<file path="config.mk">
export PLATFORM = sky130hd
export DESIGN_NAME = ngram_record_parser_top
export DESIGN_NICKNAME = d
export VERILOG_FILES = /design/src/design/nrp_pkg.sv /design/src/design/nrp_front.sv /design/src/design/nrp_queue.sv /design/src/design/nrp_back.sv /design/src/design/ngram_record_parser_top.sv
export VERILOG_INCLUDE_DIRS = /design/src /design/src/design
export SDC_FILE = /design/constraint.sdc
export NUM_CORES = 1
export LEC_CHECK = 0
export BUFFER_PORTS_ARGS = -buffer_cell sky130_fd_sc_hd__buf_2
export CELL_PAD_IN_SITES_DETAIL_PLACEMENT = 1
export CELL_PAD_IN_SITES_GLOBAL_PLACEMENT = 2
export CORE_MARGIN = 5
export CORE_UTILIZATION = 40
export CTS_BUF_LIST = sky130_fd_sc_hd__clkbuf_2 sky130_fd_sc_hd__clkbuf_4 sky130_fd_sc_hd__clkbuf_8
export DETAILED_ROUTE_END_ITERATION = 10
export GPL_ROUTABILITY_DRIVEN = 0
export PLACE_DENSITY_LB_ADDON = 0.1
export SETUP_SLACK_MARGIN = 0.05
export SYNTH_ARGS = -nofsm -noshare
export SYNTH_HDL_FRONTEND = slang
export SYNTH_SLANG_ARGS = --single-unit
</file>
<file path="constraint.sdc">
create_clock -name clk -period 20.7 [get_ports clk]
set_clock_uncertainty 0.15 [all_clocks]
set_input_delay 3.105 -clock clk [delete_from_list [all_inputs] [get_ports clk]]
set_output_delay 3.105 -clock clk [all_outputs]
set_load 0.05 [all_outputs]
</file>
<file path="src/design/ngram_record_parser_top_assert.svh">
// ----------------------------------------------------------------------------
// Assertion macros for the n-gram record parser
// Shared property forms: same-cycle and next-cycle implication on clk/rst.
// ----------------------------------------------------------------------------
`ifndef NGRAM_RECORD_PARSER_TOP_ASSERT_SVH
`define NGRAM_RECORD_PARSER_TOP_ASSERT_SVH

// antecedent implies consequent in the same cycle
`define NRP_ASSERT_NOW(label, ante, cons, msg) \
  label: assert property (@(posedge clk) disable iff (rst) (ante) |-> (cons)) \
    else $error(msg);

// antecedent implies consequent in the next cycle
`define NRP_ASSERT_NEXT(label, ante, cons, msg) \
  label: assert property (@(posedge clk) disable iff (rst) (ante) |=> (cons)) \
    else $error(msg);

`endif

</file>
<file path="src/design/nrp_pkg.sv">
// ----------------------------------------------------------------------------
// nrp_pkg
// Types and constants shared by the n-gram record parser modules.
// ----------------------------------------------------------------------------
package nrp_pkg;

  localparam int WORDS_PER_RECORD_DEF = 5;
  localparam int VARINT_MAX_BYTES_DEF = 5;
  localparam int QUEUE_DEPTH_DEF      = 4;

  localparam int          CFG_W          = 16;
  localparam logic [15:0] MAX_LEN_RESET  = 16'd16384;
  localparam int          ID_W           = 35;
  localparam int          SLOT_W         = 3;
  localparam int          HALF_W         = 16;
  localparam int          TDATA_W        = 72;   // 70 payload bits padded to bytes
  localparam int          TUSER_W        = 2;

  localparam logic [7:0]  PAYLOAD_MASK   = 8'h7F;
  localparam logic [7:0]  CONT_BIT       = 8'h80;

  typedef enum logic [1:0] {
    KIND_WORD  = 2'd0,
    KIND_PAIR  = 2'd1,
    KIND_EMPTY = 2'd2,
    KIND_ERROR = 2'd3
  } kind_t;

  typedef enum logic [2:0] {
    PH_LEN_LO = 3'd0,
    PH_LEN_HI = 3'd1,
    PH_WORD   = 3'd2,
    PH_CNT_LO = 3'd3,
    PH_CNT_HI = 3'd4,
    PH_PAIR   = 3'd5,
    PH_SKIP   = 3'd6
  } phase_t;

  // One classified result between front and back. For a word, val holds the
  // raw varint accumulator; for a pair, val[31:16] is year, val[15:0] count.
  typedef struct packed {
    kind_t               kind;
    logic [SLOT_W-1:0]   slot;
    logic [ID_W-1:0]     val;
    logic                last;
  } q_item_t;

endpackage

</file>
<file path="src/design/nrp_front.sv">
// ----------------------------------------------------------------------------
// nrp_front
// Byte parser: walks the record framing and pushes classified results.
// ----------------------------------------------------------------------------
module nrp_front #(
  parameter int WORDS_PER_RECORD = nrp_pkg::WORDS_PER_RECORD_DEF,
  parameter int VARINT_MAX_BYTES = nrp_pkg::VARINT_MAX_BYTES_DEF
) (
  input  logic                      clk,
  input  logic                      rst,
  input  logic                      s_tvalid,
  output logic                      s_tready,
  input  logic [7:0]                s_tdata,
  input  logic                      cfg_valid,
  input  logic [nrp_pkg::CFG_W-1:0] cfg_data,
  input  logic                      q_full,
  output logic                      push,
  output nrp_pkg::q_item_t          push_item
);
  import nrp_pkg::*;

  localparam int VB_W = $clog2(VARINT_MAX_BYTES + 1);

  logic [CFG_W-1:0]  max_record_len;
  phase_t            phase, phase_next;
  logic [15:0]       bytes_left, bytes_left_next;
  logic [7:0]        low_byte_hold, low_byte_hold_next;
  logic [ID_W-1:0]   varint_accum, varint_accum_next;
  logic [VB_W-1:0]   varint_bytes, varint_bytes_next;
  logic [SLOT_W-1:0] slot_index, slot_index_next;
  logic [15:0]       pairs_left, pairs_left_next;
  logic [15:0]       year_hold, year_hold_next;
  logic [1:0]        pair_byte_pos, pair_byte_pos_next;

  logic accept;

  assign s_tready = !q_full;
  assign accept   = s_tvalid && s_tready;

  always_ff @(posedge clk) begin
    if (rst) begin
      max_record_len <= MAX_LEN_RESET;
      phase          <= PH_LEN_LO;
      bytes_left     <= '0;
      low_byte_hold  <= '0;
      varint_accum   <= '0;
      varint_bytes   <= '0;
      slot_index     <= '0;
      pairs_left     <= '0;
      year_hold      <= '0;
      pair_byte_pos  <= '0;
    end else begin
      if (cfg_valid) max_record_len <= cfg_data;
      phase         <= phase_next;
      bytes_left    <= bytes_left_next;
      low_byte_hold <= low_byte_hold_next;
      varint_accum  <= varint_accum_next;
      varint_bytes  <= varint_bytes_next;
      slot_index    <= slot_index_next;
      pairs_left    <= pairs_left_next;
      year_hold     <= year_hold_next;
      pair_byte_pos <= pair_byte_pos_next;
    end
  end

  always_comb begin
    logic [15:0]     len;
    logic [15:0]     bl_dec;
    logic [15:0]     pairs_dec;
    logic [ID_W-1:0] acc_new;
    logic            done;
    logic            body;

    len       = {s_tdata, low_byte_hold};
    bl_dec    = bytes_left - 16'd1;
    pairs_dec = pairs_left - 16'd1;
    acc_new   = {varint_accum[ID_W-8:0], s_tdata[6:0] & PAYLOAD_MASK[6:0]};
    done      = 1'b0;
    body      = 1'b0;

    phase_next         = phase;
    bytes_left_next    = bytes_left;
    low_byte_hold_next = low_byte_hold;
    varint_accum_next  = varint_accum;
    varint_bytes_next  = varint_bytes;
    slot_index_next    = slot_index;
    pairs_left_next    = pairs_left;
    year_hold_next     = year_hold;
    pair_byte_pos_next = pair_byte_pos;
    push               = 1'b0;
    push_item          = '0;

    if (accept) begin
      case (phase)
        PH_LEN_HI: begin
          bytes_left_next = len;
          if (len > max_record_len) begin
            push            = 1'b1;
            push_item.kind  = KIND_ERROR;
            push_item.last  = 1'b1;
            phase_next      = PH_SKIP;     // over-limit length is never zero
          end else if (len == 16'd0) begin
            push            = 1'b1;
            push_item.kind  = KIND_ERROR;
            push_item.last  = 1'b1;
            phase_next      = PH_LEN_LO;
          end else begin
            varint_accum_next  = '0;
            varint_bytes_next  = '0;
            slot_index_next    = '0;
            pair_byte_pos_next = '0;
            phase_next         = PH_WORD;
          end
        end
        PH_SKIP: begin
          bytes_left_next = bl_dec;
          if (bl_dec == 16'd0) phase_next = PH_LEN_LO;
        end
        PH_WORD: begin
          body = 1'b1;
          if (((s_tdata & CONT_BIT) == 8'd0) ||
              (varint_bytes == VB_W'(VARINT_MAX_BYTES - 1))) begin
            push              = 1'b1;
            push_item.kind    = KIND_WORD;
            push_item.slot    = slot_index;
            push_item.val     = acc_new;
            varint_accum_next = '0;
            varint_bytes_next = '0;
            if (slot_index == SLOT_W'(WORDS_PER_RECORD - 1)) begin
              slot_index_next = '0;
              phase_next      = PH_CNT_LO;
            end else begin
              slot_index_next = slot_index + SLOT_W'(1);
            end
          end else begin
            varint_accum_next = acc_new;
            varint_bytes_next = varint_bytes + VB_W'(1);
          end
        end
        PH_CNT_LO: begin
          body               = 1'b1;
          low_byte_hold_next = s_tdata;
          phase_next         = PH_CNT_HI;
        end
        PH_CNT_HI: begin
          body            = 1'b1;
          pairs_left_next = len;
          if (len == 16'd0) begin
            push           = 1'b1;
            push_item.kind = KIND_EMPTY;
            push_item.last = 1'b1;
            done           = 1'b1;
          end else begin
            pair_byte_pos_next = '0;
            phase_next         = PH_PAIR;
          end
        end
        PH_PAIR: begin
          body = 1'b1;
          case (pair_byte_pos)
            2'd0, 2'd2: begin
              low_byte_hold_next = s_tdata;
              pair_byte_pos_next = pair_byte_pos + 2'd1;
            end
            2'd1: begin
              year_hold_next     = len;
              pair_byte_pos_next = 2'd2;
            end
            default: begin
              pairs_left_next    = pairs_dec;
              pair_byte_pos_next = 2'd0;
              done               = (pairs_dec == 16'd0);
              push               = 1'b1;
              push_item.kind     = KIND_PAIR;
              push_item.val      = {3'd0, year_hold, len};
              push_item.last     = done;
            end
          endcase
        end
        default: begin   // length low byte, and the unused phase code
          low_byte_hold_next = s_tdata;
          phase_next         = PH_LEN_HI;
        end
      endcase

      if (body) begin
        bytes_left_next = bl_dec;
        if (done) begin
          phase_next = (bl_dec != 16'd0) ? PH_SKIP : PH_LEN_LO;
        end else if (bl_dec == 16'd0) begin
          // fields ran past the length: error replaces this byte's result
          push           = 1'b1;
          push_item      = '0;
          push_item.kind = KIND_ERROR;
          push_item.last = 1'b1;
          phase_next     = PH_LEN_LO;
        end
      end
    end
  end

endmodule

</file>
<file path="src/design/nrp_queue.sv">
// ----------------------------------------------------------------------------
// nrp_queue
// Short FIFO of classified results between parser and output stage.
// ----------------------------------------------------------------------------
module nrp_queue #(
  parameter int DEPTH = nrp_pkg::QUEUE_DEPTH_DEF
) (
  input  logic             clk,
  input  logic             rst,
  input  logic             push,
  input  nrp_pkg::q_item_t push_item,
  output logic             full,
  output logic             q_valid,
  output nrp_pkg::q_item_t q_item,
  input  logic             pop
);
  import nrp_pkg::*;

  localparam int AW = (DEPTH > 1) ? $clog2(DEPTH) : 1;
  localparam int CW = $clog2(DEPTH + 1);

  q_item_t         mem [DEPTH];
  logic [AW-1:0]   wr_ptr, rd_ptr;
  logic [CW-1:0]   cnt;

  assign full    = (cnt == CW'(DEPTH));
  assign q_valid = (cnt != '0);
  assign q_item  = mem[rd_ptr];

  always_ff @(posedge clk) begin
    if (push) mem[wr_ptr] <= push_item;
  end

  always_ff @(posedge clk) begin
    if (rst) begin
      wr_ptr <= '0;
      rd_ptr <= '0;
      cnt    <= '0;
    end else begin
      if (push) wr_ptr <= (wr_ptr == AW'(DEPTH - 1)) ? '0 : wr_ptr + AW'(1);
      if (pop)  rd_ptr <= (rd_ptr == AW'(DEPTH - 1)) ? '0 : rd_ptr + AW'(1);
      case ({push, pop})
        2'b10:   cnt <= cnt + CW'(1);
        2'b01:   cnt <= cnt - CW'(1);
        default: cnt <= cnt;
      endcase
    end
  end

`include "ngram_record_parser_top_assert.svh"

  `NRP_ASSERT_NOW(a_cnt_bound, 1'b1, cnt <= CW'(DEPTH), "queue count above depth")
  `NRP_ASSERT_NOW(a_no_under, pop, cnt != '0, "pop from empty queue")
  `NRP_ASSERT_NEXT(a_cnt_up, push && !pop, cnt == $past(cnt) + CW'(1), "count lost a push")

endmodule

</file>
<file path="src/design/nrp_back.sv">
// ----------------------------------------------------------------------------
// nrp_back
// Output stage: finishes each result and holds it on the master channel.
// ----------------------------------------------------------------------------
module nrp_back (
  input  logic                        clk,
  input  logic                        rst,
  input  logic                        q_valid,
  input  nrp_pkg::q_item_t            q_item,
  output logic                        pop,
  output logic                        m_tvalid,
  input  logic                        m_tready,
  output logic [nrp_pkg::TDATA_W-1:0] m_tdata,
  output logic [nrp_pkg::TUSER_W-1:0] m_tuser,
  output logic                        m_tlast
);
  import nrp_pkg::*;

  logic [SLOT_W-1:0] slot;
  logic [ID_W-1:0]   word_id;
  logic [HALF_W-1:0] year, count;

  assign pop = q_valid && (!m_tvalid || m_tready);

  always_comb begin
    slot    = '0;
    word_id = '0;
    year    = '0;
    count   = '0;
    case (q_item.kind)
      KIND_WORD: begin
        slot    = q_item.slot;
        word_id = q_item.val - ID_W'(1);   // ids are stored one-based
      end
      KIND_PAIR: begin
        year  = q_item.val[2*HALF_W-1:HALF_W];
        count = q_item.val[HALF_W-1:0];
      end
      default: ;
    endcase
  end

  always_ff @(posedge clk) begin
    if (rst) begin
      m_tvalid <= 1'b0;
    end else if (pop) begin
      m_tvalid <= 1'b1;
    end else if (m_tready) begin
      m_tvalid <= 1'b0;
    end
  end

  always_ff @(posedge clk) begin
    if (pop) begin
      m_tdata <= {2'b00, count, year, word_id, slot};
      m_tuser <= q_item.kind;
      m_tlast <= q_item.last;
    end
  end

endmodule

</file>
<file path="src/design/ngram_record_parser_top.sv">
// ----------------------------------------------------------------------------
// ngram_record_parser_top
// Length-prefixed n-gram record decoder with varint word ids.
// ----------------------------------------------------------------------------
// Usage:
//   s_* : raw record bytes, one byte per beat (s_tdata[7:0] = data_byte).
//   m_* : one result beat per word id, per year/count pair, per empty record
//         end and per framing error. m_tuser is the kind, m_tlast marks the
//         last result of a record (final pair, empty end, error).
//   cfg_*: write of max_record_len; cfg_ready is always high. Write it only
//         while no byte is in flight.
// Throughput: one byte per cycle while the result queue has room; the parser's
//   single state walk takes a byte every cycle it is not stalled, and the
//   four-entry result queue plus the output register absorb receiver stalls.
// Path: a result is written into the result queue at the edge that accepted
//   the byte that produced it, then loaded into the output register once
//   that register is empty or being taken by the receiver.
// Stall: when m_tready is low the output beat holds; once the queue fills,
//   s_tready drops until the receiver takes a beat.
// Reset: rst (synchronous) returns the parser to waiting for a length low
//   byte, empties the queue, drops m_tvalid and sets max_record_len to 16384.
// ----------------------------------------------------------------------------
module ngram_record_parser_top #(
  parameter int WORDS_PER_RECORD = nrp_pkg::WORDS_PER_RECORD_DEF,
  parameter int VARINT_MAX_BYTES = nrp_pkg::VARINT_MAX_BYTES_DEF,
  parameter int QUEUE_DEPTH      = nrp_pkg::QUEUE_DEPTH_DEF
) (
  input  logic                        clk,
  input  logic                        rst,
  // byte stream in
  input  logic                        s_tvalid,
  output logic                        s_tready,
  input  logic [7:0]                  s_tdata,    // [7:0] data_byte
  // results out
  output logic                        m_tvalid,
  input  logic                        m_tready,
  output logic [nrp_pkg::TDATA_W-1:0] m_tdata,    // [2:0] word_slot, [37:3] word_id,
                                                  // [53:38] year, [69:54] count,
                                                  // [71:70] zero
  output logic [nrp_pkg::TUSER_W-1:0] m_tuser,    // [1:0] kind
  output logic                        m_tlast,    // last_of_record
  // max_record_len write
  input  logic                        cfg_valid,
  output logic                        cfg_ready,
  input  logic [nrp_pkg::CFG_W-1:0]   cfg_data    // [15:0] max_record_len
);
  import nrp_pkg::*;

  logic    push, q_full, q_valid, pop;
  q_item_t push_item, q_item;

  // register write never stalls
  assign cfg_ready = 1'b1;

  // front: framing state machine, classifies each byte
  nrp_front #(
    .WORDS_PER_RECORD (WORDS_PER_RECORD),
    .VARINT_MAX_BYTES (VARINT_MAX_BYTES)
  ) u_front (
    .clk       (clk),
    .rst       (rst),
    .s_tvalid  (s_tvalid),
    .s_tready  (s_tready),
    .s_tdata   (s_tdata),
    .cfg_valid (cfg_valid && cfg_ready),
    .cfg_data  (cfg_data),
    .q_full    (q_full),
    .push      (push),
    .push_item (push_item)
  );

  // decoupling queue
  nrp_queue #(
    .DEPTH (QUEUE_DEPTH)
  ) u_queue (
    .clk       (clk),
    .rst       (rst),
    .push      (push),
    .push_item (push_item),
    .full      (q_full),
    .q_valid   (q_valid),
    .q_item    (q_item),
    .pop       (pop)
  );

  // back: id offset, field zeroing, output register
  nrp_back u_back (
    .clk      (clk),
    .rst      (rst),
    .q_valid  (q_valid),
    .q_item   (q_item),
    .pop      (pop),
    .m_tvalid (m_tvalid),
    .m_tready (m_tready),
    .m_tdata  (m_tdata),
    .m_tuser  (m_tuser),
    .m_tlast  (m_tlast)
  );

endmodule

</file>
==> results.rst, run 1 <==
.. list-table::
   :header-rows: 1

   * - Metric
     - Value
   * - RSZ-0062 raised after global routing
     - false
   * - Shortest period the worst path allows
     - 6.52 ns
   * - Depth of the CTS H-tree
     - 2
   * - Power density of the placed cells
     - 129 mW/mm^2
   * - Quantity of hold-fixing buffers added after cts
     - 0
   * - Placed wire-length estimate after detailed placement
     - approximately 29000 um
   * - Post-synthesis register bit count
     - roughly 360
   * - Pin count of the biggest net entering global routing
     - 71
   * - Initial antenna violation count
     - 1
   * - TritonCTS Buffers
     - 61
   * - Total vias in the final route
     - 11000
   * - Max-slew headroom
     - 24.8%
   * - Maximum fanout along the worst path
     - 41
   * - Most common flop cell mapped by yosys
     - sky130_fd_sc_hd__edfxtp_1
   * - Syn-to-layout area delta
     - 14.4%
   * - Post-synthesis sequential area ratio
     - between 50% and 60%
   * - Global-route wire length before repair
     - between 60000 and 70000 um
   * - Post-Syn Area
     - 0.0162 mm^2
   * - Vertical extent of the die
     - between 200 and 250 um
   * - Crit path required time
     - between 20 and 25 ns
   * - Result of the run
     - complete, no violations
   * - R2R setup slack
     - between 15 and 20 ns
   * - Synth warnings
     - 0
   * - Worst VDD drop
     - between 70 and 80 uV
   * - Count of port buffers added during placement
     - approximately 100
   * - Type of the setup path with the least slack
     - input port to flop
   * - Final number of hold-violating endpoints
     - 0
   * - Final Cycle Share
     - about a third
   * - Max-cap violation count
     - 0
   * - Number of remaining DRC errors
     - 0
   * - Unique cell type count in the Yosys netlist
     - 71
   * - Worst Path Arrival
     - ~6.6 ns
   * - Leakage
     - 6.82 nW
   * - Buffer type at the clock tree root
     - sky130_fd_sc_hd__clkbuf_8
   * - R2R Path End
     - u_queue.cnt[2]
   * - Post CTS Setup Buffer Count
     - 0
   * - Via count of the first global-routing pass
     - 11500
   * - Kind of capture point of the worst setup path
     - flop
   * - GR Util met2
     - between 30% and 40%
   * - Number of enable-type register cells in the synthesized netlist
     - 237
   * - GRT Max-Usage Layer
     - met2
   * - Count of mapped cells out of synthesis
     - around 1400
   * - Worst-case clock buffer depth
     - 3
   * - Clock slew at the register clock pins of the worst setup and hold paths
     - about 0.06 ns
   * - Share of the synthesized area in the top cell type
     - between 40% and 50%
   * - Placeable core region
     - approximately 0.040 mm^2
   * - Per-instance average area after synthesis
     - approximately 12 um^2
   * - Clock Latency Late Sink
     - 0.68 ns
   * - Count of clock tree sinks
     - approximately 360
   * - Row cnt
     - 73
   * - Routed length per instance
     - slightly above 20 um
   * - Share of final-layout standard cells stronger than drive strength 1
     - about a fifth
   * - Synth async-reset ratio
     - 0%
   * - First drt pass iteration count
     - 4
   * - Class of the tightest hold or removal check
     - flop to flop
   * - FF-to-FF Start
     - u_front.pairs_left[0]
   * - Clock tree from TritonCTS
     - done
   * - Starting DRT DRC Count
     - approximately 450
   * - Accumulated negative setup slack
     - 0 ns
   * - Worst slew pin tran
     - about 1.1 ns
   * - Via density per instance
     - roughly 5.3
   * - Capture point of the critical path
     - u_queue.mem[3][26]
   * - Highest clock rate
     - 153 MHz
   * - GR Layer Usage met1
     - roughly a quarter
   * - Post-layout nets
     - 1542
   * - N_diodes
     - 0
   * - Number of slew-limit violations in the final report
     - 0
   * - Chip Width
     - 211 um
   * - Most area-hungry cell type in the Yosys netlist
     - sky130_fd_sc_hd__edfxtp_1
   * - Residual antenna-violating net count after detailed routing
     - 0
   * - Total Routing Usage GR
     - between 10% and 20%
   * - Number of cells upsized or downsized after cts
     - 0
   * - IO Pins
     - roughly 110
   * - Overflow after GRT
     - 0
   * - Top cells by area, synth
     - sky130_fd_sc_hd__edfxtp_1 44%, sky130_fd_sc_hd__dfxtp_1 15%, sky130_fd_sc_hd__mux4_2 5.7%, sky130_fd_sc_hd__nor2_1 4.2%, sky130_fd_sc_hd__mux2i_1 3.5%
   * - Routed WL
     - 41700 um
   * - Number of cells on the worst reg-to-reg path
     - 15
   * - Initial cell density of the core
     - between 40% and 50%
   * - Die area
     - 0.0447 mm^2
   * - Routing usage on met3
     - under 10%
   * - Kind of start point of the critical path
     - input port
   * - Final core utilization
     - between 40% and 50%
   * - Number of endpoints failing setup at the final stage
     - 0
   * - Origin of the worst setup path
     - s_tdata[7]
critical path, stage by stage:
cell,delay [ns]
sky130_fd_sc_hd__buf_2,0.20
sky130_fd_sc_hd__ha_1,0.35
sky130_fd_sc_hd__nand4_1,0.14
sky130_fd_sc_hd__or4_1,0.57
sky130_fd_sc_hd__a21o_1,0.19
sky130_fd_sc_hd__a31oi_1,0.45
sky130_fd_sc_hd__o21ai_0,0.28
sky130_fd_sc_hd__a31oi_1,0.35
sky130_fd_sc_hd__and2_2,0.97
cell type report:
type                            count  area (um^2)
Clock inverter                     11          134
Multi-Input combinational cell    899         6200
Timing Repair Buffer              118          628
Tap cell                          525          657
Inverter                           39          146
Sequential cell                   358         9540
Clock buffer                      103         1250
Fill cell                        4233        21400
worst min path at each step:
stage / from / end / slack [ns] / depth (start not counted)
global placement: u_front.year_hold[0] / u_front.year_hold[0] / 0.29 / 2
floorplan: u_front.year_hold[0] / u_front.year_hold[0] / 0.29 / 2
CTS: u_front.year_hold[4] / u_front.year_hold[4] / 0.31 / 2
global route: u_front.year_hold[4] / u_front.year_hold[4] / 0.33 / 2
detailed placement: u_front.year_hold[4] / u_front.year_hold[4] / 0.30 / 2
finish: u_front.year_hold[0] / u_front.year_hold[0] / 0.31 / 2
synth_stat cells, types with 9 or more instances:
cell and n:
sky130_fd_sc_hd__nor4_1 14, sky130_fd_sc_hd__dfxtp_1 121, sky130_fd_sc_hd__edfxtp_1 237, sky130_fd_sc_hd__nor3_1 27
sky130_fd_sc_hd__xor2_1 19, sky130_fd_sc_hd__nand4_1 10, sky130_fd_sc_hd__o211ai_1 9, sky130_fd_sc_hd__mux2i_1 56
sky130_fd_sc_hd__nand3_1 17, sky130_fd_sc_hd__or3_1 9, sky130_fd_sc_hd__nor2_1 183, sky130_fd_sc_hd__inv_1 39
sky130_fd_sc_hd__o21ai_0 47, sky130_fd_sc_hd__nand2_1 118, sky130_fd_sc_hd__clkbuf_1 67, sky130_fd_sc_hd__nor2b_1 9
sky130_fd_sc_hd__buf_1 10, sky130_fd_sc_hd__a21oi_1 73, sky130_fd_sc_hd__xnor2_1 19, sky130_fd_sc_hd__ha_1 35
sky130_fd_sc_hd__a211oi_1 10, sky130_fd_sc_hd__a22oi_1 46, sky130_fd_sc_hd__mux4_2 41, sky130_fd_sc_hd__and2_1 47
registers in the layout, summed over array words and instances (netlist names), 8 cells and up, named ones only:
register	count
u_queue.mem	164
u_back.m_tdata	70
u_front.varint_accum	28
u_front.bytes_left	16
u_front.max_record_len	16
u_front.pairs_left	16
u_front.year_hold	16
u_front.low_byte_hold	8
cell usage in the layout, fill, tap and decap left out, types with 9 or more instances in the layout:
| master | instances |
|---|---|
| sky130_fd_sc_hd__nor3_1 | 25 |
| sky130_fd_sc_hd__nor4_1 | 14 |
| sky130_fd_sc_hd__clkbuf_4 | 27 |
| sky130_fd_sc_hd__and2_1 | 43 |
| sky130_fd_sc_hd__o211ai_1 | 9 |
| sky130_fd_sc_hd__nor2_1 | 181 |
| sky130_fd_sc_hd__dfxtp_1 | 119 |
| sky130_fd_sc_hd__mux4_2 | 41 |
| sky130_fd_sc_hd__a22oi_1 | 46 |
| sky130_fd_sc_hd__o21ai_0 | 46 |
| sky130_fd_sc_hd__mux2i_1 | 56 |
| sky130_fd_sc_hd__or3_1 | 9 |
| sky130_fd_sc_hd__nand3_1 | 17 |
| sky130_fd_sc_hd__xnor2_1 | 19 |
| sky130_fd_sc_hd__nand2_1 | 118 |
| sky130_fd_sc_hd__buf_4 | 15 |
| sky130_fd_sc_hd__clkbuf_8 | 76 |
| sky130_fd_sc_hd__inv_1 | 39 |
| sky130_fd_sc_hd__xor2_1 | 19 |
| sky130_fd_sc_hd__a211oi_1 | 10 |
| sky130_fd_sc_hd__edfxtp_1 | 237 |
| sky130_fd_sc_hd__nand4_1 | 10 |
| sky130_fd_sc_hd__buf_2 | 103 |
| sky130_fd_sc_hd__ha_1 | 35 |
| sky130_fd_sc_hd__a21oi_1 | 72 |
logic make-up after synthesis:
group | after synthesis | synth area share (%)
AOI/OAI and AO/OA | 231 | 8.96
xor gates and xnor gates | 38 | 2.05
adders and majority gates | 36 | 2.82
buffers and inverters | 127 | 3.22
DFF | 358 | 58.8
muxes | 98 | 9.22
other | 2 | 0.0463
and+or+nand+nor | 493 | 14.9
power breakdown:
group	leakage, nW	internal [W]	total [W]	switching [W]
combinational	2.69	0.000199	0.000747	0.000548
sequential	3.38	0.000888	0.000937	0.0000495
clock	0.741	0.000406	0.000700	0.000294
metrics by stage:
stage	hold slack, ns	std cells	total power (W)	setup WS (ns)	instance area, um^2
final	0.307	2053	0.00238	14.18	18600
after global routing	0.328	2053	0.00251	13.94	18600
after CTS	0.310	2053	0.00243	14.14	18600
after detailed placement	0.301	1939	0.00172	13.43	17200
after global placement	0.293	1939	0.00171	13.53	17200
after floorplan	0.287	1384	0.00154	11.89	16200
routing by layer:
layer / routed length [um] / share of wire [%]
met1: 18200 / 44
met2: 20400 / 49
met4: 1440 / 3.5
met3: 1680 / 4.0
met5: 13 / 0.031
Power figures use the tool's default switching activity.
==> inputs of run 2 (changes only) <==
==> constraint.sdc (replaced) <==
create_clock -name clk -period 6.28 [get_ports clk]
set_clock_uncertainty 0.15 [all_clocks]
set_input_delay 0.942 -clock clk [delete_from_list [all_inputs] [get_ports clk]]
set_output_delay 0.942 -clock clk [all_outputs]
set_load 0.05 [all_outputs]
==> run 2 against run 1 <==
  * Worst setup slack worse by 13 ns
  * Sequential share of layout area rose by 0.087 points
  * Non-clock buffer count up 5
  * Combinational power grew to 3.3 times the previous value
  * Routed wire length grew 0.80%
  * Power rose to 3.3 times the previous value
  * Worst hold slack better by 0.00080 ns
  * Clock power rose to 3.2 times the previous value
  * Register-to-register slack got worse by 14 ns
  * Critical endpoint is now u_queue.cnt[2]
==> results.rst, run 2 (synthesis results as in run 1) <==
.. list-table::
   :header-rows: 1

   * - Metric
     - Value
   * - Result of the run
     - complete, no violations (unchanged)
   * - Top flop regs
     - u_queue.mem: 164 flops, u_back.m_tdata: 70 flops, u_front.varint_accum: 28 flops (unchanged)
   * - Number of cells upsized or downsized after cts
     - 0 (unchanged)
   * - Kind of start point of the critical path
     - flop (was input port)
   * - Syn-to-layout area delta
     - 14.2% (was 14.4%)
   * - Number of cells on the worst reg-to-reg path
     - 15 (unchanged)
   * - TritonCTS Buffers
     - 60 (was 61)
   * - Worst-case clock buffer depth
     - 3 (unchanged)
   * - Largest delay share family, worst path
     - simple AND/OR/NAND/NOR gates (unchanged)
   * - Via density per instance
     - 5.34 (about the same)
   * - Crit path required time
     - 6.72 ns (was 20.82 ns)
   * - R2R setup slack
     - 1.35 ns (was 15.67 ns)
   * - Residual antenna-violating net count after detailed routing
     - 0 (unchanged)
   * - Post CTS Setup Buffer Count
     - 0 (unchanged)
   * - Most common cell type on the critical path
     - sky130_fd_sc_hd__inv_1 (was sky130_fd_sc_hd__a31oi_1)
   * - Highest clock rate
     - between 200 and 250 MHz
   * - Buffer type at the clock tree root
     - sky130_fd_sc_hd__clkbuf_8 (unchanged)
   * - Kind of capture point of the worst setup path
     - flop (unchanged)
   * - Total vias in the final route
     - 11000 (about the same)
   * - Count of clock tree sinks
     - 358 (unchanged)
   * - Count of placed standard cells including taps
     - 1944 (was 1939)
   * - Quantity of hold-fixing buffers added after cts
     - 0 (unchanged)
   * - Capture point of the critical path
     - u_queue.cnt[2] (was u_queue.mem[3][26])
   * - Overflow after GRT
     - 0 (unchanged)
   * - Number of flip-flops under the largest register name
     - 164 (unchanged)
   * - Worst VDD drop
     - 223 uV (was 70.5 uV)
   * - Die area
     - 0.0447 mm^2 (unchanged)
   * - Routed WL
     - 42100 um (was 41700 um)
   * - Count of port buffers added during placement
     - 103 (unchanged)
   * - Share of power burned in registers
     - 40.1% (was 39.3%)
   * - IO Pins
     - 107 (unchanged)
   * - Clock slew at the register clock pins of the worst setup and hold paths
     - 0.07 ns (was 0.06 ns)
   * - N_diodes
     - 0 (unchanged)
   * - Via count of the first global-routing pass
     - 11400 (was 11500)
   * - Accumulated negative setup slack
     - 0 ns (unchanged)
   * - Critical path buffers and inverters
     - 3 (was 1)
   * - Class of the tightest hold or removal check
     - flop to flop (unchanged)
   * - R2R Path End
     - u_queue.cnt[2] (unchanged)
   * - Ordered list of cells on the worst path
     - inv_1 > ha_1 > nor3b_1 > nand3_1 > xnor2_1 > nor4_1 > a211o_1 > a31oi_1 > inv_1 > ha_1 > inv_1 > fa_1 > xor2_1 > or3_1 > a21oi_1 (was buf_2 > ha_1 > nand4_1 > or4_1 > a21o_1 > a31oi_1 > o21ai_0 > a31oi_1 > and2_2)
   * - Type of the setup path with the least slack
     - flop to flop (was input port to flop)
   * - Max-cap violation count
     - 0 (unchanged)
   * - Pin count of the biggest net entering global routing
     - 75 (was 71)
   * - Stages on worst setup path
     - 15 (was 9)
   * - Number of remaining DRC errors
     - 0 (unchanged)
   * - Clock Latency Late Sink
     - 0.68 ns (about the same)
   * - Initial antenna violation count
     - 0 (was 1)
   * - Number of slew-limit violations in the final report
     - 0 (unchanged)
   * - Chip Width
     - 211 um (unchanged)
   * - Placed wire-length estimate after detailed placement
     - 28900 um (was 28500 um)
   * - Max-slew headroom
     - 24.7% (was 24.8%)
   * - Clock tree from TritonCTS
     - done (unchanged)
   * - Final Cycle Share
     - 78.4%
   * - Vertical extent of the die
     - 211 um (unchanged)
   * - First drt pass iteration count
     - 5 (was 4)
   * - Leading cell type in the layout, fill and taps excluded
     - sky130_fd_sc_hd__edfxtp_1 (unchanged)
   * - Power density of the placed cells
     - 421 mW/mm^2 (was 129 mW/mm^2)
   * - Worst Hold Depth
     - 2 (unchanged)
   * - Count of placed standard cells in the final layout, fillers left out
     - 2058 (was 2053)
   * - Worst Path Arrival
     - 5.37 ns (was 6.64 ns)
   * - Worst slew pin tran
     - 1.13 ns (about the same)
   * - NetSw
     - 0.00297 W (was 0.000892 W)
   * - FF-to-FF Start
     - u_front.pairs_left[0] (unchanged)
   * - Row cnt
     - 73 (unchanged)
   * - Post-layout nets
     - 1546 (was 1542)
   * - Design internal power
     - 0.00483 W (was 0.00149 W)
   * - Global-route wire length before repair
     - 67000 um (was 66100 um)
   * - Share of final-layout standard cells stronger than drive strength 1
     - 19.4% (was 19.8%)
   * - Routed length per instance
     - 20.4 um (was 20.3 um)
   * - RSZ-0062 raised after global routing
     - false (unchanged)
   * - Switch share
     - 38.1% (was 37.4%)
   * - Critical Path Max Stage Delay
     - 0.82 ns (was 0.97 ns)
   * - Total Routing Usage GR
     - 19.0% (was 18.8%)
   * - Shortest period the worst path allows
     - roughly 4.9 ns
   * - Origin of the worst setup path
     - u_front.pairs_left[0] (was s_tdata[7])
   * - Leakage
     - 6.79 nW (was 6.82 nW)
   * - Clock power share
     - 28.6% (was 29.4%)
   * - Maximum fanout along the worst path
     - 10 (was 41)
   * - Final number of hold-violating endpoints
     - 0 (unchanged)
   * - Number of endpoints failing setup at the final stage
     - 0 (unchanged)
   * - Commonest cells after routing, fill and taps aside
     - 237 x sky130_fd_sc_hd__edfxtp_1, 181 x sky130_fd_sc_hd__nor2_1, 119 x sky130_fd_sc_hd__dfxtp_1 (unchanged)
   * - Depth of the CTS H-tree
     - 2 (unchanged)
   * - Master of the slowest instance on the critical path
     - sky130_fd_sc_hd__nor4_1 (was sky130_fd_sc_hd__and2_2)
   * - Register with the most flip-flops
     - u_queue.mem (unchanged)
   * - Part of the power in combinational logic
     - 31.3% (about the same)
   * - Initial cell density of the core
     - 40.6% (unchanged)
   * - Placeable core region
     - 0.0399 mm^2 (unchanged)
   * - Starting DRT DRC Count
     - 572 (was 446)
-- run 2: final cells by class --
class	count	area, um^2
sequential	358	9540
fill	4271	21400
clock inverter	32	279
timing repair buffer	123	666
clock buffer	82	1030
inverter	39	146
multi-input combinational	899	6200
tap	525	657
-- run 2: power groups by stage --
stage | logic (W) | clock network, W | registers (W)
finish | 0.00244 | 0.00223 | 0.00313
detailed placement | 0.00248 | 0 | 0.00319
global placement | 0.00247 | 0 | 0.00317
floorplan | 0.00107 | 0 | 0.00399
CTS | 0.00249 | 0.00231 | 0.00314
global route | 0.00263 | 0.00243 | 0.00317
-- run 2: worst min path at each step --
stage | start | to | slack, ns
final | u_front.year_hold[12] | u_front.year_hold[12] | 0.31
after global routing | u_front.year_hold[15] | u_front.year_hold[15] | 0.33
after CTS | cfg_data[6] | u_front.max_record_len[6] | 0.30
after detailed placement | u_front.year_hold[3] | u_front.year_hold[3] | 0.30
after global placement | u_front.year_hold[12] | u_front.year_hold[12] | 0.30
after floorplan | u_front.year_hold[0] | u_front.year_hold[0] | 0.29
-- run 2: worst reg2reg max path: cells and delay by family, from the launching register on --
kind	cells	cell delay [ns]
and+or+nand+nor	4	2.08
adders and majority gates	3	0.95
AOI/OAI and AO/OA	3	0.61
xor gates and xnor gates	2	0.40
DFF	1	0.36
buffers and inverters	3	0.29
-- run 2: layer usage --
metal	wire length, um	up-vias	global-route usage, %
li1	-	5260	-
met1	18400	5458	24.5
met2	20900	203	32.7
met3	1650	76	3.19
met4	1090	0	6.29
met5	0	-	0
-- run 2: stage by stage --
| stage | utilization, % | hold WS (ns) | area, um^2 | power (W) | setup slack [ns] |
|---|---|---|---|---|---|
| after detailed placement | 43.1 | 0.300 | 17200 | 0.00567 | 1.37 |
| after CTS | 46.4 | 0.303 | 18500 | 0.00794 | 1.35 |
| final | 46.4 | 0.308 | 18500 | 0.00780 | 1.35 |
| after global routing | 46.4 | 0.331 | 18500 | 0.00823 | 0.956 |
| after global placement | 43.1 | 0.295 | 17200 | 0.00564 | 1.56 |
| after floorplan | - | 0.287 | 16200 | 0.00506 | 1.46 |
==> inputs of run 3 (changes only) <==
--- a/config.mk
+++ b/config.mk
@@ -10,7 +10,7 @@
 export CELL_PAD_IN_SITES_DETAIL_PLACEMENT = 1
 export CELL_PAD_IN_SITES_GLOBAL_PLACEMENT = 2
 export CORE_MARGIN = 5
-export CORE_UTILIZATION = 40
+export CORE_UTILIZATION = 39
 export CTS_BUF_LIST = sky130_fd_sc_hd__clkbuf_2 sky130_fd_sc_hd__clkbuf_4 sky130_fd_sc_hd__clkbuf_8
 export DETAILED_ROUTE_END_ITERATION = 10
 export GPL_ROUTABILITY_DRIVEN = 0
==> constraint.sdc (replaced) <==
create_clock -name clk -period 4.4 [get_ports clk]
set_clock_uncertainty 0.15 [all_clocks]
set_input_delay 0.66 -clock clk [delete_from_list [all_inputs] [get_ports clk]]
set_output_delay 0.66 -clock clk [all_outputs]
set_load 0.05 [all_outputs]
==> run 3 against run 2 <==
  * Register-to-register slack worse by 1.0 ns
  * Largest power group unchanged
  * First-iteration DRC count down 11%
  * Via count up 1.8%
  * Worst hold slack worse by 0.22 ns
  * Critical path type unchanged
  * Critical endpoint unchanged
  * Power up 42%
  * Count of clock-buffer cells in the layout up 22
  * Die area up 2.4%
  * Final area up 1.5%
  * Largest cell class unchanged
  * Combinational power up 50%
==> results.rst, run 3 (synthesis results as in run 1) <==
.. list-table::
   :header-rows: 1

   * - Metric
     - Value
   * - Power density of the placed cells
     - 590 mW/mm^2 (was 421 mW/mm^2)
   * - Count of clock tree sinks
     - 358 (unchanged)
   * - Max-cap violation count
     - 0 (unchanged)
   * - TritonCTS Buffers
     - 61 (was 60)
   * - Residual antenna-violating net count after detailed routing
     - 0 (unchanged)
   * - Footprint of the flip-flops and latches
     - 0.00954 mm^2 (unchanged)
   * - Type of the setup path with the least slack
     - flop to flop (unchanged)
   * - Number of fill cells
     - 4381 (was 4271)
   * - Kind of start point of the critical path
     - flop (unchanged)
   * - Number of cells on the worst reg-to-reg path
     - 16 (was 15)
   * - First drt pass iteration count
     - 5 (unchanged)
   * - Worst slew pin tran
     - 1.02 ns (was 1.13 ns)
   * - Max-slew headroom
     - 31.3% (was 24.7%)
   * - N_diodes
     - 0 (unchanged)
   * - Buffer type at the clock tree root
     - sky130_fd_sc_hd__clkbuf_8 (unchanged)
   * - Commonest cells after routing, fill and taps aside
     - 237 x sky130_fd_sc_hd__edfxtp_1, 182 x sky130_fd_sc_hd__nor2_1, 119 x sky130_fd_sc_hd__dfxtp_1 (was 237 x sky130_fd_sc_hd__edfxtp_1, 181 x sky130_fd_sc_hd__nor2_1, 119 x sky130_fd_sc_hd__dfxtp_1)
   * - Clock tree from TritonCTS
     - done (unchanged)
   * - Final number of hold-violating endpoints
     - 0 (unchanged)
   * - Crit path required time
     - 4.80 ns (was 6.72 ns)
   * - Share of final-layout standard cells stronger than drive strength 1
     - 21.5% (was 19.4%)
   * - Highest clock rate
     - 247 MHz (was 203 MHz)
   * - Final Cycle Share
     - 91.8% (was 78.4%)
   * - Quantity of hold-fixing buffers added after cts
     - 0 (unchanged)
   * - Via count of the first global-routing pass
     - 11600 (was 11400)
   * - Routed WL
     - 42600 um (was 42100 um)
   * - Maximum fanout along the worst path
     - 10 (unchanged)
   * - Post CTS Setup Buffer Count
     - 0 (unchanged)
   * - Leading cell type in the layout, fill and taps excluded
     - sky130_fd_sc_hd__edfxtp_1 (unchanged)
   * - Pre-CTS setup slack
     - -0.0616 ns (was 1.37 ns)
   * - Initial cell density of the core
     - 39.5% (was 40.6%)
   * - Pin count of the biggest net entering global routing
     - 68 (was 75)
   * - Total Routing Usage GR
     - 18.2% (was 19.0%)
   * - Shortest period the worst path allows
     - 4.04 ns (was 4.93 ns)
   * - Class of the tightest hold or removal check
     - input port to flop (was flop to flop)
   * - Total vias in the final route
     - 11200 (was 11000)
   * - Final core utilization
     - 45.9% (was 46.4%)
   * - Overflow after GRT
     - 0 (unchanged)
   * - Global-route wire length before repair
     - 67000 um (about the same)
   * - Area taken by multi-input logic gates
     - 0.00620 mm^2 (about the same)
   * - Row cnt
     - 74 (was 73)
   * - Register with the most flip-flops
     - u_queue.mem (unchanged)
   * - Number of cells upsized or downsized after cts
     - 0 (unchanged)
   * - Die area
     - 0.0458 mm^2 (was 0.0447 mm^2)
   * - Worst Hold Depth
     - 3 (was 2)
   * - Syn-to-layout area delta
     - 16.0% (was 14.2%)
   * - Via density per instance
     - 5.33 (was 5.34)
   * - Kind of capture point of the worst setup path
     - flop (unchanged)
   * - Clock Latency Late Sink
     - 0.65 ns (was 0.68 ns)
   * - Chip Width
     - 214 um (was 211 um)
   * - Initial antenna violation count
     - 0 (unchanged)
   * - Final Worst Setup Slack
     - 0.359 ns (was 1.35 ns)
   * - Post-layout nets
     - 1580 (was 1546)
   * - Placed wire-length estimate after detailed placement
     - 28800 um (was 28900 um)
   * - Placeable core region
     - 0.0410 mm^2 (was 0.0399 mm^2)
   * - Leakage
     - 6.98 nW (was 6.79 nW)
   * - Number of flip-flops under the largest register name
     - 164 (unchanged)
   * - Starting DRT DRC Count
     - 507 (was 572)
   * - Worst Path Arrival
     - 4.44 ns (was 5.37 ns)
   * - Top flop regs
     - u_queue.mem: 164 flops, u_back.m_tdata: 70 flops, u_front.varint_accum: 28 flops (unchanged)
   * - Vertical extent of the die
     - 214 um (was 211 um)
   * - RSZ-0062 raised after global routing
     - false (unchanged)
   * - Number of slew-limit violations in the final report
     - 0 (unchanged)
   * - Clock slew at the register clock pins of the worst setup and hold paths
     - 0.06 ns (was 0.07 ns)
   * - Depth of the CTS H-tree
     - 2 (unchanged)
   * - Number of remaining DRC errors
     - 0 (unchanged)
   * - Number of endpoints failing setup at the final stage
     - 0 (unchanged)
   * - Routed length per instance
     - 20.3 um (was 20.4 um)
   * - Result of the run
     - complete, no violations (unchanged)
   * - Count of port buffers added during placement
     - 103 (unchanged)
   * - Worst VDD drop
     - 330 uV (was 223 uV)
   * - IO Pins
     - 107 (unchanged)
   * - Worst-case clock buffer depth
     - 3 (unchanged)
run 3: cell type report:
type	count	share of cell area, %
clock inverter	12	0.333
multi-input combinational	899	32.9
sequential	358	50.7
tap	532	3.54
inverter	39	0.778
timing repair buffer	156	5.19
clock buffer	104	6.48
run 3: power breakdown:
group | internal (W) | total (W) | switching (W) | leakage, nW
Combinational | 0.00100 | 0.00367 | 0.00267 | 2.90
Clock | 0.00174 | 0.00306 | 0.00133 | 0.695
Sequential | 0.00417 | 0.00437 | 0.000193 | 3.38
run 3: path summary, 6_finish.rpt:
kind / from / endpoint / slack, ns
max: u_front.pairs_left[0] / u_queue.cnt[2] / 0.36
min reg2reg: u_front.year_hold[13] / u_front.year_hold[13] / 0.31
max reg2reg: u_front.pairs_left[0] / u_queue.cnt[2] / 0.36
min: cfg_data[14] / u_front.max_record_len[14] / 0.09
run 3: stage by stage:
step,instance area (um^2),std cells,power [W],hold WS [ns],TNS (ns)
after floorplan,16200,1384,0.00722,0.287,0
after global routing,18800,2100,0.0117,0.0729,0
after CTS,18800,2100,0.0113,0.0271,0
final,18800,2100,0.0111,0.0887,0
after detailed placement,17500,1984,0.00818,0.300,-0.0616
after global placement,17500,1984,0.00811,0.293,0
run 3: routing by layer:
metal	up-vias	GRT usage, %	share of wire (%)
met5	-	0	0
met4	0	5.80	2.9
met3	75	3.47	4.1
met2	222	31.6	50
met1	5566	23.1	43
li1	5327	-	-
run 3: critical path, stage by stage, from the launching register on:
cell and delay, ns:
sky130_fd_sc_hd__dfxtp_1 0.36, sky130_fd_sc_hd__inv_1 0.11, sky130_fd_sc_hd__ha_1 0.38, sky130_fd_sc_hd__nor3b_1 0.25, sky130_fd_sc_hd__buf_4 0.18, sky130_fd_sc_hd__nand3_1 0.13
sky130_fd_sc_hd__xnor2_1 0.17, sky130_fd_sc_hd__nor4_1 0.46, sky130_fd_sc_hd__a211o_1 0.25, sky130_fd_sc_hd__a31oi_1 0.14, sky130_fd_sc_hd__inv_1 0.10, sky130_fd_sc_hd__ha_1 0.18
sky130_fd_sc_hd__inv_1 0.07, sky130_fd_sc_hd__fa_1 0.39, sky130_fd_sc_hd__xor2_1 0.17, sky130_fd_sc_hd__or3_1 0.31, sky130_fd_sc_hd__a21oi_1 0.15
